## config.mk

```make
export PLATFORM = sky130hd
export DESIGN_NAME = ctc_greedy_decoder_core
export DESIGN_NICKNAME = d
export VERILOG_FILES = /design/src/sv/ctcgd_pkg.sv /design/src/sv/ctc_greedy_decoder_core.sv
export SDC_FILE = /design/constraint.sdc
export NUM_CORES = 1
export LEC_CHECK = 0
export ABC_CLOCK_PERIOD_IN_PS = 6800
export BUFFER_PORTS_ARGS = -buffer_cell sky130_fd_sc_hd__buf_2
export CAP_MARGIN = 10
export CORE_ASPECT_RATIO = 1.1
export CORE_MARGIN = 2
export CORE_UTILIZATION = 40
export DETAILED_ROUTE_END_ITERATION = 16
export GPL_TIMING_DRIVEN = 0
export REMOVE_ABC_BUFFERS = 1
export SLEW_MARGIN = 20
export SYNTH_ARGS = -nofsm -noshare
export SYNTH_HDL_FRONTEND = slang
export SYNTH_SLANG_ARGS = --single-unit
```

## constraint.sdc

```tcl
create_clock -name clk_i -period 6.8 [get_ports clk_i]
set_clock_uncertainty 0.2 [all_clocks]
set_input_delay 0.68 -clock clk_i [delete_from_list [all_inputs] [get_ports clk_i]]
set_output_delay 0.68 -clock clk_i [all_outputs]
set_load 0.05 [all_outputs]
```

## src/sv/ctcgd_pkg.sv

```systemverilog
`default_nettype none
// ----------------------------------------------------------------------------
// ctcgd_pkg
// Types and constants of the greedy CTC decoder core.
// ----------------------------------------------------------------------------
package ctcgd_pkg;

  localparam int unsigned MaxClasses = 8192;
  localparam int unsigned ScoreBits  = 16;
  localparam int unsigned ClassBits  = $clog2(MaxClasses);
  localparam int unsigned CfgBits    = ClassBits + 1;
  localparam int unsigned AddrBits   = 3;
  localparam int unsigned DataBits   = 32;

  typedef logic signed [ScoreBits-1:0] score_t;
  typedef logic [ClassBits-1:0]        class_t;
  typedef logic [CfgBits-1:0]          cfg_t;
  typedef logic [AddrBits-1:0]         addr_t;
  typedef logic [DataBits-1:0]         data_t;

  localparam logic REG_NUM_CLASSES = 1'b0;
  localparam logic REG_DICT_SIZE   = 1'b1;

  localparam cfg_t NUM_CLASSES_RESET = cfg_t'(97);
  localparam cfg_t DICT_SIZE_RESET   = cfg_t'(96);
  localparam cfg_t MIN_CLASSES       = cfg_t'(2);
  localparam cfg_t MAX_CLASSES_CFG   = cfg_t'(MaxClasses);

  typedef struct packed {
    class_t char_index;
    logic   has_char;
    logic   out_of_range;
    logic   text_done;
  } result_t;

endpackage
`default_nettype wire

```

## src/sv/ctc_greedy_decoder_core.sv

```systemverilog
`default_nettype none
// ----------------------------------------------------------------------------
// ctc_greedy_decoder_core
// Greedy best-path CTC decoder over a stream of signed Q8.8 class scores.
// ----------------------------------------------------------------------------
// One score is taken per clock cycle, back to back, class 0 first. The
// running maximum compare and the state update finish in the cycle of the
// transfer; a result, when the score closes a timestep, is held in the output
// register from the next cycle on. A new score is taken while that result
// waits, unless the output register is full and stalled. The user must write
// registers via the APB-style port while the core is idle; it is not enforced.
// ----------------------------------------------------------------------------
module ctc_greedy_decoder_core (
  input  wire logic              clk_i,
  input  wire logic              rst_ni,
  input  wire logic              psel,
  input  wire logic              penable,
  input  wire logic              pwrite,
  input  wire ctcgd_pkg::addr_t  paddr,
  input  wire ctcgd_pkg::data_t  pwdata,
  output      ctcgd_pkg::data_t  prdata,
  output      logic              pready,
  input  wire logic              in_valid_i,
  output      logic              in_stall_o,
  input  wire ctcgd_pkg::score_t score_i,
  input  wire logic              end_of_text_i,
  output      logic              out_valid_o,
  input  wire logic              out_stall_i,
  output      ctcgd_pkg::class_t char_index_o,
  output      logic              has_char_o,
  output      logic              out_of_range_o,
  output      logic              text_done_o
);
  import ctcgd_pkg::*;

  cfg_t    num_classes_q, dict_size_q;
  score_t  best_score_q, best_score_d;
  class_t  best_class_q, best_class_d;
  class_t  class_count_q, class_count_d;
  class_t  prev_class_q, prev_class_d;
  logic    prev_valid_q, prev_valid_d;
  logic    out_valid_q, out_valid_d;
  result_t result_q, result_d;

  logic    cfg_write, in_xfer, out_xfer, step_end, fresh, emit;
  cfg_t    n_eff;
  class_t  blank;
  class_t  arg;

  assign pready    = 1'b1;
  assign cfg_write = psel && penable && pwrite && pready;

  always_comb begin
    case (paddr[2])
      REG_NUM_CLASSES: prdata = data_t'(num_classes_q);
      REG_DICT_SIZE:   prdata = data_t'(dict_size_q);
      default:         prdata = '0;
    endcase
  end

  always_ff @(posedge clk_i or negedge rst_ni) begin
    if (!rst_ni) begin
      num_classes_q <= NUM_CLASSES_RESET;
      dict_size_q   <= DICT_SIZE_RESET;
    end else if (cfg_write) begin
      if (paddr[2] == REG_NUM_CLASSES) begin
        num_classes_q <= pwdata[CfgBits-1:0];
      end else begin
        dict_size_q <= pwdata[CfgBits-1:0];
      end
    end
  end

  assign out_xfer   = out_valid_q && !out_stall_i;
  assign in_stall_o = out_valid_q && out_stall_i;
  assign in_xfer    = in_valid_i && !in_stall_o;

  always_comb begin
    if (num_classes_q < MIN_CLASSES) begin
      n_eff = MIN_CLASSES;
    end else if (num_classes_q > MAX_CLASSES_CFG) begin
      n_eff = MAX_CLASSES_CFG;
    end else begin
      n_eff = num_classes_q;
    end
  end
  assign blank = class_t'(n_eff - cfg_t'(1));

  always_comb begin
    best_score_d  = best_score_q;
    best_class_d  = best_class_q;
    class_count_d = class_count_q;
    prev_class_d  = prev_class_q;
    prev_valid_d  = prev_valid_q;
    out_valid_d   = out_valid_q && !out_xfer;
    result_d      = result_q;
    step_end      = 1'b0;
    fresh         = 1'b0;
    emit          = 1'b0;
    arg           = best_class_q;
    if (in_xfer) begin
      if (class_count_q == '0 || score_i > best_score_q) begin
        best_score_d = score_i;
        best_class_d = class_count_q;
      end
      arg      = best_class_d;
      step_end = !(class_count_q < blank) || end_of_text_i;
      if (!step_end) begin
        class_count_d = class_count_q + class_t'(1);
      end else begin
        class_count_d = '0;
        fresh         = (arg != blank) && (!prev_valid_q || arg != prev_class_q);
        prev_class_d  = arg;
        prev_valid_d  = !end_of_text_i;
        emit          = fresh || end_of_text_i;
      end
      if (emit) begin
        out_valid_d             = 1'b1;
        result_d.char_index     = fresh ? arg : '0;
        result_d.has_char       = fresh && ({1'b0, arg} < dict_size_q);
        result_d.out_of_range   = fresh && !({1'b0, arg} < dict_size_q);
        result_d.text_done      = end_of_text_i;
      end
    end
  end

  always_ff @(posedge clk_i or negedge rst_ni) begin
    if (!rst_ni) begin
      best_score_q  <= '0;
      best_class_q  <= '0;
      class_count_q <= '0;
      prev_class_q  <= '0;
      prev_valid_q  <= 1'b0;
      out_valid_q   <= 1'b0;
    end else begin
      best_score_q  <= best_score_d;
      best_class_q  <= best_class_d;
      class_count_q <= class_count_d;
      prev_class_q  <= prev_class_d;
      prev_valid_q  <= prev_valid_d;
      out_valid_q   <= out_valid_d;
    end
  end

  always_ff @(posedge clk_i) begin
    result_q <= result_d;
  end

  assign out_valid_o    = out_valid_q;
  assign char_index_o   = result_q.char_index;
  assign has_char_o     = result_q.has_char;
  assign out_of_range_o = result_q.out_of_range;
  assign text_done_o    = result_q.text_done;

  a_flags_exclusive: assert property (@(posedge clk_i) disable iff (!rst_ni)
    out_valid_q |-> !(result_q.has_char && result_q.out_of_range))
    else $error("has_char and out_of_range both set");

  a_result_has_cause: assert property (@(posedge clk_i) disable iff (!rst_ni)
    out_valid_q |-> (result_q.has_char || result_q.out_of_range || result_q.text_done))
    else $error("result without character, flag or end of text");

  a_idle_index_zero: assert property (@(posedge clk_i) disable iff (!rst_ni)
    (out_valid_q && !result_q.has_char && !result_q.out_of_range)
      |-> (result_q.char_index == '0))
    else $error("char_index not zero without a character");

  a_eot_clears: assert property (@(posedge clk_i) disable iff (!rst_ni)
    (in_xfer && end_of_text_i) |=> (class_count_q == '0 && !prev_valid_q && out_valid_q))
    else $error("end of text did not close the sequence");

endmodule
`default_nettype wire

```

After elaboration in Yosys (flattened, before gate mapping)
Cells that the tools add are included.

Bits in registers: 101. Output and inout bits: 51. Bits of input ports: 59.

Bitwise logic cells: 1. $lt $le $gt $ge: 5. Reductions and logical operators: 26. Add/sub/neg operators: 2. Eq/ne operators: 2. Multiplexer cells: 12.

Operators by type and width (number): $mux 13 (5); $pmux 32 s2 (1); $ne 13x13->1 (2); $gt 16x16->1 (1); $gt 14x14->1 const B (1); $lt 13x14->1 (1); $lt 14x2->1 const B (1); $add 13x1->13 const B (1); $logic_not 13->1 (1); $lt 13x13->1 (1); $sub 13x1->13 const B (1); $reduce_and 2->1 (5); $logic_and 1x1->1 (9); $logic_not 1->1 (7); $mux 1 (6); $logic_or 1x1->1 (4); $not 1->1 (1).

Depth between registers and ports, before layout
Gate-level depths: netlist of the first run.

Depth after elaboration: 12. Gate-level depth with buffers: 21.

Worst setup path after synthesis of the first run
No wires, ideal clock.

Kind: reg-to-reg. Start point: register num_classes_q[3]. End point: register result_q (netlist bit char_index_o[0]), enable pin. Buffers on the path: 2. Setup time: 0.388 ns. Slack: 1.302 ns. Arrival time: 4.910 ns. Stages on the path, launching flop included: 17. Cells stage by stage: dfrtp_1 -> buf_6 -> or4_1 -> clkbuf_2 -> or3_4 -> o211ai_1 -> ha_1 -> nand2_1 -> nor3_1 -> xor2_1 -> mux2i_1 -> ha_1 -> nand2_1 -> o311a_1 -> a221oi_1 -> o21ai_0 -> nor2_1.

Word-level cells in the longest chain between the ends: 10. Elaborated cells between the ends (all ways): 14. Those cells by class: add/sub: 1; order compare: 3; eq/ne: 1; mux: 4; reduce/logical: 5.

Ends and longest elaborated chain: start: declaration (RTL line ctc_greedy_decoder_core.sv:36) `cfg_t num_classes_q, dict_size_q;`; start signal: assignment (RTL line ctc_greedy_decoder_core.sv:67) `num_classes_q <= pwdata[CfgBits-1:0];`; $gt 14x14->1 (RTL line ctc_greedy_decoder_core.sv:81) `end else if (num_classes_q > MAX_CLASSES_CFG) begin`; $mux 13 (RTL line ctc_greedy_decoder_core.sv:81); $mux 13 (*) (RTL line ctc_greedy_decoder_core.sv:79) `if (num_classes_q < MIN_CLASSES) begin`; $sub 13x1->13 (*) (RTL line ctc_greedy_decoder_core.sv:87) `assign blank = class_t'(n_eff - cfg_t'(1));`; $lt 13x13->1 or $ne 13x13->1 (tied branches) (RTL line ctc_greedy_decoder_core.sv:107, ctc_greedy_decoder_core.sv:112); $logic_not 1->1 or $logic_and 1x1->1 (tied branches) (RTL line ctc_greedy_decoder_core.sv:107, ctc_greedy_decoder_core.sv:112); $logic_or 1x1->1, on equally long branches (RTL line ctc_greedy_decoder_core.sv:107, ctc_greedy_decoder_core.sv:115); $mux 1 (*) (RTL line ctc_greedy_decoder_core.sv:108) `if (!step_end) begin`; $mux 1 (*) (RTL line ctc_greedy_decoder_core.sv:101) `if (in_xfer) begin`; $reduce_and 2->1 (no line) (*); end signal: assignment (RTL line ctc_greedy_decoder_core.sv:146) `result_q <= result_d;`; end: declaration (RTL line ctc_greedy_decoder_core.sv:43) `result_t result_q, result_d;`.

Every way passes the cells marked *; elsewhere a longest branch is shown, timed or not. The select of a mux whose other input is x is not followed. A chain may end at the register's enable or synchronous reset.

Final worst setup path of the first run
Start point: register num_classes_q[3]. End point: register result_q (netlist bit char_index_o[3]), enable pin.

The elaborated chain is that of the path after synthesis.

==> impl_results.md, run 1 <==
* Reg-to-reg setup timing slack at between 500 and 600 ps
* Max-slew violations at 0
* Slew of the pin with the lowest slew margin at 944 ps
* Leak pwr at 3.52 nW
* Number of different library cells in the post-synthesis netlist at a little under 70
* Max capacitance violation total at 0
* Result of the run: completed
* Post-layout min period at 6240 ps
* Synthesized area divided by synthesized cell count at 9.75 µm²
* Initial DRC Count at 350
* Placed Cells incl. Taps at 929
* Capture instance of the worst register-to-register path: char_index_o[3]
* Overall routing resource usage at 0.199
* Initial antenna violation count at 0
* Worst skew pair latency at 360 ps
* Category of the worst setup path capture point: register
* CTS Root Cell: clkbuf_16
* Area fraction of the dominant cell type after synthesis at 0.300
* Post-route non-filler standard cell count at between 900 and 1,000
* Path depth of the worst reg2reg path at 15
* Largest cells by area after synthesis: dfrtp_1, mux2_2, ha_1
* Maximum number of buffers from clock root to sink at 2
* Number of synthesized register bits at 101
* Post-route cell area at 0.00747 mm²
* Starting density of the core at 0.409
* Final global-route overflow total at 0
* Post-DR vias/cell at around 5.6
* Antenna diode count at 0
* Antenna violation net count after detailed routing at 0
* Die area at 0.0177 mm²
* Detail-routed net length per standard cell at 18.4 µm
* Largest area contributor in the synthesized netlist: dfrtp_1
* Sequential fraction of the synthesis area at 0.392
* Ports placed on the boundary at 110
* Vias in the first global route at 5,355
* Number of nets at the end of the flow at about 840
* Worst-case headroom to the max-slew limit at 0.353
* Post-CTS setup buffer count at 0
* Area growth from synthesis to layout at 12.1%
* CTS tree: yes
* Pwr Total at 2.68 mW
* Detailed-placement wirelength estimate at ~13 mm
* Worst Path Max Fanout at 18
* Clock-pin slew on the worst setup and hold paths at 70 ps
* Total negative slack at 0 ps
* Cell count after synthesis at 684
* Number of I/O port buffers at 70
* RSZ-0062 raised after global routing: false
* Max IR drop VDD at around 0.00015 V
* Floorplan Core Area at roughly 0.016 mm²
* Placement Setup Slack at 542 ps
* Residual DRC count at 0
* DP Area at 0.00717 mm²
* Timing-limited maximum frequency at 0.160 GHz
* Number of detailed-routing iterations run before antenna repair at 5
* Horizontal die dimension at 127 µm
* Final Routed Wirelength at 17.4 mm
* Number of clock sinks seen by CTS at between 100 and 150
* Tightest Hold Check Type: input pin to async pin
* Hold Buf Count CTS at 0
* Clock buffers created by TritonCTS at 9
* Period utilisation layout at 0.918
* Synth Flop Type: dfrtp_1
* Power Dens Cells at 359 mW/mm²
* Critical Path AT at approximately 6000 ps
* Syn. warnings at 0
* Finish-stage setup viols at 0
* Worst reg2reg path startpoint: num_classes_q[3]
* Required time worst endpoint at 6590 ps
* Routability congestion estimate at roughly 0.85
* Number of gates resized after cts at 0
* Final hold violation count at 0
* Netlist Area Pre-Place at 0.00667 mm²
* Die outline height at 139 µm
* Number of enable-type register cells in the synthesized netlist at 16
* Fraction of registers with async set/reset at 0.842
* Share of post-route cells with drive strength above 1 at 0.238
* Setup WS post-layout at 557 ps
* Worst Setup Path Type: register to register
* Startpoint type of the worst setup path: register
* Total via count in the routed design at between 5,000 and 6,000
* Maximum number of pins on one net before global-route repair at 45
* Maximum level of the CTS H-tree at 3
* Std-Cell Rows at 49
* Global-route wire length before repair at 27.7 mm
==> through the flow <==
| step | utilization | hold slack, ps |
|---|---|---|
| finish | 0.458 | 121 |
| global route | 0.458 | 171 |
| CTS | 0.458 | 148 |
| detailed placement | 0.440 | 275 |
| global placement | 0.432 | 265 |
| floorplan | - | 184 |
==> layer usage <==
metal	vias to the layer above	track usage	share of wire	routed length, µm
li1	2526	-	-	-
met1	2564	0.241	0.42	7310
met2	136	0.345	0.50	8770
met3	33	0.0384	0.046	803
met4	0	0.0810	0.029	503
met5	-	0	0	0
==> cell usage in the layout (no fill, tap or decap), types with 6 or more instances in the layout <==
cell type	count
nand4_1	15
o21ai_0	32
mux2_2	66
nand2b_1	6
inv_1	60
nor3_1	23
nand3_1	11
xnor2_1	18
a21oi_1	26
nand2_1	46
o211ai_1	6
dfrtp_1	80
mux2i_1	12
conb_1	19
a21o_1	12
nor4_1	9
edfxtp_1	16
xor2_1	15
clkbuf_16	9
nor2_1	35
buf_2	69
ha_1	43
==> cell families after synthesis <==
family | share of synthesized area
AO/OA/AOI/OAI | 0.131
XOR/XNOR | 0.0433
adder cells (fa/ha/maj) | 0.0807
buffers and inverters | 0.0765
flip-flops | 0.392
multiplexers | 0.129
other | 0.00113
AND/OR/NAND/NOR | 0.146
==> flip-flops by register name (all words and copies together), names as in the netlist <==
signal          count
num_classes_q      14
has_char_o          1
best_score_q       16
prev_valid_q        1
best_class_q       13
dict_size_q        14
prev_class_q       13
out_of_range_o      1
text_done_o         1
class_count_q      13
char_index_o       13
out_valid_o         1
==> where the power goes <==
part           total [mW]  internal [mW]  switching, mW
registers           0.921          0.767          0.154
logic                1.22          0.485          0.737
clock network       0.540          0.297          0.244
==> how the worst max path moves through the flow <==
stage | depth (start not counted) | endpoint | startpoint
2_1_floorplan | 14 | char_index_o[0] | num_classes_q[3]
3_3_place_gp | 14 | char_index_o[7] | num_classes_q[3]
3_5_place_dp | 15 | char_index_o[9] | num_classes_q[3]
4_1_cts | 15 | char_index_o[9] | num_classes_q[3]
5_1_grt | 16 | char_index_o[3] | num_classes_q[3]
6_report | 15 | char_index_o[3] | num_classes_q[3]
==> worst max-delay path, cell delays in order (launching register included) <==
cell and delay (ps):
dfrtp_1 480, or4_1 680, or3_4 440, o211ai_1 340, ha_1 320, nand2_1 170
nor3_1 200, xor2_1 200, mux2i_1 180, ha_1 350, nand2_1 70, o311a_1 410
a221oi_4 780, buf_8 250, o21ai_0 140, nor2_2 640
==> synth_stat cells (4+ instances only) <==
master     number
dfrtp_1        80
mux2_2         66
inv_1          60
nand2_1        46
ha_1           43
nor2_1         36
o21ai_0        32
a21oi_1        26
nor3_1         23
clkbuf_1       21
buf_4          20
xnor2_1        18
edfxtp_1       16
nand4_1        15
xor2_1         15
a21o_1         12
mux2i_1        12
nand3_1        11
nor4_1          9
nand2b_1        6
o211ai_1        6
a31oi_1         5
and2_1          5
buf_2           5
dfstp_2         5
nor2b_1         5
nor3b_1         5
o22ai_1         5
or2_2           5
a2111oi_0       4
and3_1          4
or4_1           4
==> final cells by class <==
| class | instances | area, µm² |
|---|---|---|
| Clock buffer | 11 | 243 |
| Clock inverter | 5 | 57.6 |
| Fill cell | 1590 | 8830 |
| Inverter | 60 | 225 |
| Multi-Input combinational cell | 490 | 3650 |
| Sequential cell | 101 | 2610 |
| Tap cell | 204 | 255 |
| Timing Repair Buffer | 74 | 427 |
Power figures use the tool's default switching activity.
==> run 2: changes to the inputs <==
--- a/config.mk
+++ b/config.mk
@@ -12,6 +12,7 @@
 export CORE_MARGIN = 2
 export CORE_UTILIZATION = 40
 export DETAILED_ROUTE_END_ITERATION = 16
+export GPL_ROUTABILITY_DRIVEN = 0
 export GPL_TIMING_DRIVEN = 0
 export REMOVE_ABC_BUFFERS = 1
 export SLEW_MARGIN = 20
==> constraint.sdc (replaced) <==
create_clock -name clk_i -period 6.8 [get_ports clk_i]
set_clock_uncertainty 0.2 [all_clocks]
set_input_delay 1.02 -clock clk_i [delete_from_list [all_inputs] [get_ports clk_i]]
set_output_delay 1.02 -clock clk_i [all_outputs]
set_load 0.05 [all_outputs]
==> run 2 against run 1 <==
  * Combinational power about the same
  * Non-clock buffer count did not move
  * Flip-flop and latch count unchanged
  * Sequential power about the same
  * Setup slack gained 140 ps
  * Clock power up 13%
==> impl_results.md, run 2 (synthesis gave the netlist of run 1 again) <==
* Max reg flops at 16 (unchanged)
* Largest registers: best_score_q: 16 flops, dict_size_q: 14 flops, num_classes_q: 14 flops
* Horizontal die dimension at 127 µm (unchanged)
* Required time worst endpoint at 6590 ps (about the same)
* Max capacitance violation total at 0 (unchanged)
* Initial antenna violation count at 0 (unchanged)
* Placement Setup Slack at 673 ps (+131 ps)
* Filler cell count in the final layout at 1,569 (-1.3%)
* Register name with the most flops: best_score_q
* Switching power total at 1.14 mW (+0.18%)
* Total via count in the routed design at 5,293 (+0.65%)
* Number of detailed-routing iterations run before antenna repair at 6 (+1)
* Proportion of power drawn by flip-flops and latches at 0.335 (-0.008)
* Number of clock sinks seen by CTS at 101 (unchanged)
* Tightest Hold Check Type: register to register
* Initial DRC Count at 352 (+0.57%)
* Post-route non-filler standard cell count at 945 (unchanged)
* Maximum number of pins on one net before global-route repair at 46 (+2.2%)
* Die area at 0.0177 mm² (unchanged)
* Residual DRC count at 0 (unchanged)
* Sequence of cells on the critical path: or4_1 > or3_4 > o211ai_1 > ha_1 > o21ai_0 > a211o_1 > ha_1 > a21o_1 > a21o_1 > a21oi_1 > nor2b_1 > o21ai_0 > o311a_1 > a221oi_4 > o21ai_0 > nor2_2
* Area growth from synthesis to layout at 12.7%
* Final hold violation count at 0 (unchanged)
* Clock-pin slew on the worst setup and hold paths at 70 ps (about the same)
* Number of nets at the end of the flow at 838 (unchanged)
* Antenna diode count at 0 (unchanged)
* Global-route wire length before repair at 28.0 mm (+1.0%)
* Detailed-placement wirelength estimate at 13.0 mm (-2.1%)
* Vias in the first global route at 5,335 (-0.37%)
* Period utilisation layout at 0.898 (-0.0205)
* Maximum number of buffers from clock root to sink at 2 (unchanged)
* Max-slew violations at 0 (unchanged)
* Startpoint type of the worst setup path: register
* Worst Path Max Fanout at 18 (unchanged)
* CTS tree: yes
* Std-Cell Rows at 49 (unchanged)
* Internal power contribution at 1.61 mW (+4.1%)
* Number of I/O port buffers at 70 (unchanged)
* Worst Setup Path Type: register to register
* Post-CTS setup buffer count at 0 (unchanged)
* Most frequent standard cell in the layout excluding fill and tap cells: dfrtp_1
* Worst skew pair latency at 360 ps (about the same)
* Power Dens Cells at 366 mW/mm² (+1.9%)
* Leak pwr at 3.53 nW (+0.37%)
* Post-route cell area at 0.00752 mm² (+0.55%)
* Finish-stage setup viols at 0 (unchanged)
* Ports placed on the boundary at 110 (unchanged)
* Slew of the pin with the lowest slew margin at 907 ps (-37.4 ps)
* Leading cell types in the layout, fill and taps excluded: dfrtp_1, buf_2, mux2_2
* Share of post-route cells with drive strength above 1 at 0.238 (unchanged)
* Number of gates resized after cts at 0 (unchanged)
* Net Sw Frac at 0.413 (-0.00937)
* Overall routing resource usage at 0.200 (+0.00123)
* Cell type with the highest occurrence count on the critical path: o21ai_0
* Timing-limited maximum frequency at 0.164 GHz (+2.3%)
* Worst-case headroom to the max-slew limit at 0.380 (+0.0273)
* Post-DR vias/cell at 5.60 (+0.65%)
* Clock buffers created by TritonCTS at 9 (unchanged)
* Cell with the largest stage delay on the worst path: a221oi_4
* DP Area at 0.00717 mm² (about the same)
* Detail-routed net length per standard cell at 18.1 µm (-1.4%)
* Maximum level of the CTS H-tree at 3 (unchanged)
* Post-layout min period at 6100 ps (-139 ps)
* Antenna violation net count after detailed routing at 0 (unchanged)
* Final Routed Wirelength at 17.1 mm (-1.4%)
* RSZ-0062 raised after global routing: false
* Starting density of the core at 0.409 (unchanged)
* Placed Cells incl. Taps at 929 (unchanged)
* Final global-route overflow total at 0 (unchanged)
* Max IR drop VDD at 0.000258 V (+75%)
* Setup WS post-layout at 696 ps (+139 ps)
* Critical Path AT at 5890 ps (-140 ps)
* Floorplan Core Area at 0.0163 mm² (unchanged)
* CTS Root Cell: clkbuf_16
* Logic pwr share at 0.443 (-0.012)
* Die outline height at 139 µm (unchanged)
* Result of the run: completed
* Critical Path Max Stage Delay at 740 ps (-40 ps)
* Proportion of power drawn by the clock network at 0.221 (+0.020)
* Category of the worst setup path capture point: register
* Hold Buf Count CTS at 0 (unchanged)
==> run 2: cell count changes in the layout (fill, tap and decap cells not counted), sizes merged <==
cell / before / now
bufinv: 1 / 3
clkinv: 3 / 0
clkbuf: 11 / 10
inv: 61 / 62
clkinvlp: 0 / 1
==> run 2: power groups by stage <==
stage / Combinational (mW) / Clock, mW / Sequential, mW
2_1_floorplan: 0.872 / 0 / 0.903
3_3_place_gp: 1.14 / 0 / 0.921
3_5_place_dp: 1.21 / 0 / 0.931
4_1_cts: 1.22 / 0.616 / 0.919
5_1_grt: 1.34 / 0.640 / 0.944
6_report: 1.22 / 0.608 / 0.922
==> run 2: critical path: cells and delay by family, from the launching register on <==
kind	cells	cell delay [ps]
adders and majority gates	2	660
DFF	1	480
AOI/OAI and AO/OA	10	2480
and+or+nand+nor	4	1910
==> run 2: layout make-up <==
class / count / area (µm²) / area share
clock buffers: 10 / 229 / 0.0305
clock inverters: 6 / 118 / 0.0156
inverters: 60 / 225 / 0.0300
multi-input cells: 490 / 3650 / 0.486
flip-flops and latches: 101 / 2610 / 0.348
well taps: 204 / 255 / 0.0340
repair buffers: 74 / 422 / 0.0561
==> run 2: path summary, 6_finish.rpt <==
path | from | to | slack (ps) | cells after the start
min in group asynchronous | rst_ni | best_score_q[12] | 460 | 1
max in group asynchronous | rst_ni | num_classes_q[6] | 5230 | 2
worst min-delay path | best_score_q[0] | best_score_q[0] | 300 | 2
worst min register to register | best_score_q[0] | best_score_q[0] | 300 | 2
worst max-delay path | num_classes_q[3] | has_char_o | 700 | 16
worst max register to register | num_classes_q[3] | has_char_o | 700 | 16
==> run 2: metal layers <==
layer	share of wire	wire, µm	vias to the layer above	global-route usage
li1	-	-	2512	-
met1	0.42	7130	2576	0.241
met2	0.50	8570	169	0.347
met3	0.052	883	36	0.0438
met4	0.033	561	0	0.0763
met5	0	0	-	0
==> run 2: stage by stage <==
stage               setup TNS [ps]  utilization  total power, mW  hold slack (ps)
global placement            -51700        0.432             2.06              264
floorplan                    -4470            -             1.78              250
detailed placement               0        0.440             2.14              280
CTS                              0        0.461             2.75              301
finish                           0        0.461             2.75              300
global route                     0        0.461             2.93              322
==> run 3: changes to the inputs <==
--- a/config.mk
+++ b/config.mk
@@ -5,6 +5,7 @@
 export SDC_FILE = /design/constraint.sdc
 export NUM_CORES = 1
 export LEC_CHECK = 0
+export ABC_AREA = 1
 export ABC_CLOCK_PERIOD_IN_PS = 6800
 export BUFFER_PORTS_ARGS = -buffer_cell sky130_fd_sc_hd__buf_2
 export CAP_MARGIN = 10
@@ -14,6 +15,7 @@
 export DETAILED_ROUTE_END_ITERATION = 16
 export GPL_ROUTABILITY_DRIVEN = 0
 export GPL_TIMING_DRIVEN = 0
+export MAX_ROUTING_LAYER = met4
 export REMOVE_ABC_BUFFERS = 1
 export SLEW_MARGIN = 20
 export SYNTH_ARGS = -nofsm -noshare
==> run 3 against run 2 <==
  * Hold slack got worse by 18 ps
  * Cell count is 22% higher
  * Global-route usage decreased by 1.1 points
  * Area after synthesis down 0.92%
  * Sequential share of layout area is 0.85 points higher
  * Clock power is 7.4% lower
  * Utilization decreased by 0.94 points
  * Via count increased by 5.6%
  * Total power down 12%
==> impl_results.md, run 3 <==
* Worst Setup Path Type: register to register
* Max reg flops at 16 (unchanged)
* Most frequent standard cell in the layout excluding fill and tap cells: nand2_1
* CP top delay family: simple AND/OR/NAND/NOR gates
* RSZ-0062 raised after global routing: false
* Placed Cells incl. Taps at 1,135 (+22%)
* Horizontal die dimension at 127 µm (-0.44%)
* Finish-stage setup viols at 0 (unchanged)
* CTS tree: yes
* Number of gates resized after cts at 0 (unchanged)
* Hold Path Origin: dict_size_q[8]
* Antenna violation net count after detailed routing at 0 (unchanged)
* Power Dens Cells at 329 mW/mm² (-10%)
* Synth Flop Type: dfrtp_1
* Critical Path AT at 5460 ps (-430 ps)
* Start point of the critical path: num_classes_q[6]
* Sequence of cells on the critical path: nor2_1 > nand2_1 > nor2_1 > nand2_1 > nand2_2 > nand2_1 > nand2_1 > inv_1 > ha_1 > a21boi_0 > nand3_1 > nand2_1 > nand2_1 > ha_1 > nand2_1 > nor4_1 > nand2_1 > nand2_1 > nand2_1 > inv_1 > nand2_1 > inv_1
* WP buf/inv at 3 (+3)
* Logic pwr share at 0.433 (-0.010)
* Residual DRC count at 0 (unchanged)
* Dominant cell by count in the synthesized netlist: nand2_1
* Post-layout min period at 5660 ps (-442 ps)
* Fraction of registers with async set/reset at 0.842 (unchanged)
* Detailed-placement wirelength estimate at 11.8 mm (-9.4%)
* Maximum number of buffers from clock root to sink at 2 (unchanged)
* Sequential fraction of the synthesis area at 0.396 (+0.00364)
* Hold Buf Count CTS at 0 (unchanged)
* Post-route non-filler standard cell count at 1,151 (+22%)
* Final Routed Wirelength at 15.6 mm (-8.8%)
* Largest cells by area after synthesis: dfrtp_1, nand2_1, ha_1
* Synth cell count leaders: nand2_1, inv_1, o21ai_0
* Cell count after synthesis at 889 (+30%)
* Die area at 0.0176 mm² (-0.89%)
* Worst reg2reg path startpoint: num_classes_q[6]
* Antenna diode count at 0 (unchanged)
* Die outline height at 139 µm (-0.45%)
* Total negative slack at 0 ps (unchanged)
* Synthesized area divided by synthesized cell count at 7.43 µm² (-24%)
* Floorplan Core Area at 0.0162 mm² (-0.38%)
* Clock buffers created by TritonCTS at 9 (unchanged)
* Final global-route overflow total at 0 (unchanged)
* Max-slew violations at 0 (unchanged)
* Total via count in the routed design at 5,591 (+5.6%)
* Required time worst endpoint at 6590 ps (about the same)
* Syn. warnings at 0 (unchanged)
* Proportion of power drawn by flip-flops and latches at 0.334 (about the same)
* Worst-case headroom to the max-slew limit at 0.376 (-0.00344)
* Worst skew pair latency at 360 ps (about the same)
* Critical Path Max Stage Delay at 610 ps (-130 ps)
* Starting density of the core at 0.407 (-0.00223)
* Ports placed on the boundary at 110 (unchanged)
* Cell type with the highest occurrence count on the critical path: nand2_1
* Maximum level of the CTS H-tree at 3 (unchanged)
* Number of enable-type register cells in the synthesized netlist at 16 (unchanged)
* Area growth from synthesis to layout at 11.0%
* Net Sw Frac at 0.427 (+0.0136)
* Period utilisation layout at 0.833 (-0.0650)
* Proportion of power drawn by the clock network at 0.233 (+0.012)
* Detail-routed net length per standard cell at 13.6 µm (-25%)
* Slew of the pin with the lowest slew margin at 933 ps (+26.0 ps)
* Cell with the largest stage delay on the worst path: dfstp_2
* Switching power total at 1.03 mW (-9.3%)
* Number of clock sinks seen by CTS at 101 (unchanged)
* Final hold violation count at 0 (unchanged)
* Number of different library cells in the post-synthesis netlist at 45 (-34%)
* Register name with the most flops: best_score_q
* Vias in the first global route at 5,179 (-2.9%)
* Clock-pin slew on the worst setup and hold paths at 70 ps (about the same)
* Category of the worst setup path capture point: register
* Leading cell types in the layout, fill and taps excluded: nand2_1, inv_1, o21ai_0
* Max IR drop VDD at 0.000145 V (-44%)
* Timing-limited maximum frequency at 0.177 GHz (+7.8%)
* Worst Path Max Fanout at 30 (+12)
* Startpoint type of the worst setup path: register
* Largest registers: best_score_q: 16 flops, dict_size_q: 14 flops, num_classes_q: 14 flops
* Max capacitance violation total at 0 (unchanged)
* Number of synthesized register bits at 101 (unchanged)
* Overall routing resource usage at 0.189 (-0.0109)
* Netlist Area Pre-Place at 0.00661 mm² (-0.92%)
* Post-CTS setup buffer count at 0 (unchanged)
* Maximum number of pins on one net before global-route repair at 49 (+6.5%)
* Std-Cell Rows at 49 (unchanged)
* Number of detailed-routing iterations run before antenna repair at 5 (-1)
* Result of the run: completed
* Initial antenna violation count at 0 (unchanged)
* Tightest Hold Check Type: register to register
* Post-DR vias/cell at 4.86 (-13%)
* Internal power contribution at 1.38 mW (-14%)
* Reg-to-reg setup timing slack at 1140 ps (+440 ps)
* Number of I/O port buffers at 70 (unchanged)
* Leak pwr at 3.79 nW (+7.3%)
* Global-route wire length before repair at 25.6 mm (-8.2%)
* Share of post-route cells with drive strength above 1 at 0.127 (-0.111)
* Largest area contributor in the synthesized netlist: dfrtp_1
* Area fraction of the dominant cell type after synthesis at 0.303 (+0.00279)
* Initial DRC Count at 291 (-17%)
* Number of nets at the end of the flow at 1,044 (+25%)
* CTS Root Cell: clkbuf_16
* Filler cell count in the final layout at 1,704 (+8.6%)
## run 3: cell families (layout without fill, tap and decap cells)
kind of cell,Yosys count,after routing,share of synthesized area
and+or+nand+nor,427,427,0.280
DFF,101,101,0.396
AOI/OAI and AO/OA,131,131,0.106
xor gates and xnor gates,10,10,0.0155
other,2,19,0.00114
buffers and inverters,175,216,0.120
adders and majority gates,43,43,0.0814
## run 3: final timing paths
check | endpoint | cells after the start
setup / recovery | char_index_o[6] | 22
hold / removal | dict_size_q[8] | 2
setup reg to reg | char_index_o[6] | 22
hold reg to reg | dict_size_q[8] | 2
max in group asynchronous | dict_size_q[6] | 2
min in group asynchronous | best_score_q[7] | 1
## run 3: cell type report
class / count / area, µm² / area share
inverter: 128 / 480 / 0.0655
clock buffer: 12 / 246 / 0.0336
multi-input combinational: 630 / 3260 / 0.445
tap: 204 / 255 / 0.0348
timing repair buffer: 72 / 404 / 0.0551
clock inverter: 4 / 71.3 / 0.00972
sequential: 101 / 2610 / 0.356
## run 3: routing by layer
metal	routed length [µm]	global-route usage	part of all wire	vias up
met5	0	-	0	-
met4	295	0.0659	0.019	0
met3	620	0.0239	0.040	16
met2	7360	0.304	0.47	109
met1	7360	0.246	0.47	2547
li1	-	-	-	2919
## run 3: through the flow
step                      hold WS (ps)  total power [mW]  cell area, µm²   util  setup WS (ps)
after floorplan                    253              1.59            6360      -           2410
after global placement             266              1.85            6960  0.428           1140
after detailed placement           273              1.87            7020  0.432           1140
after CTS                          289              2.44            7340  0.452           1100
after global routing               314              2.62            7340  0.452            590
final                              282              2.41            7340  0.452           1140
## run 3: worst reg2reg max path, cell delays in order, from the launching register on
cell and delay (ps):
dfstp_2 610, nor2_1 70, nand2_1 60, nor2_1 40
nand2_1 60, nand2_2 230, nand2_1 130, nand2_1 100
inv_1 80, ha_1 200, a21boi_0 340, nand3_1 150
nand2_1 110, nand2_1 110, ha_1 320, nand2_1 70
nor4_1 280, nand2_1 80, nand2_1 160, nand2_1 580
inv_1 550, nand2_1 170, inv_1 590
## run 3: power by group through the flow
stage,sequential (mW),clock (mW),combinational (mW)
3_3_place_gp,0.816,0,1.03
2_1_floorplan,0.826,0,0.763
3_5_place_dp,0.817,0,1.05
6_report,0.806,0.563,1.05
5_1_grt,0.820,0.598,1.20
4_1_cts,0.806,0.578,1.06
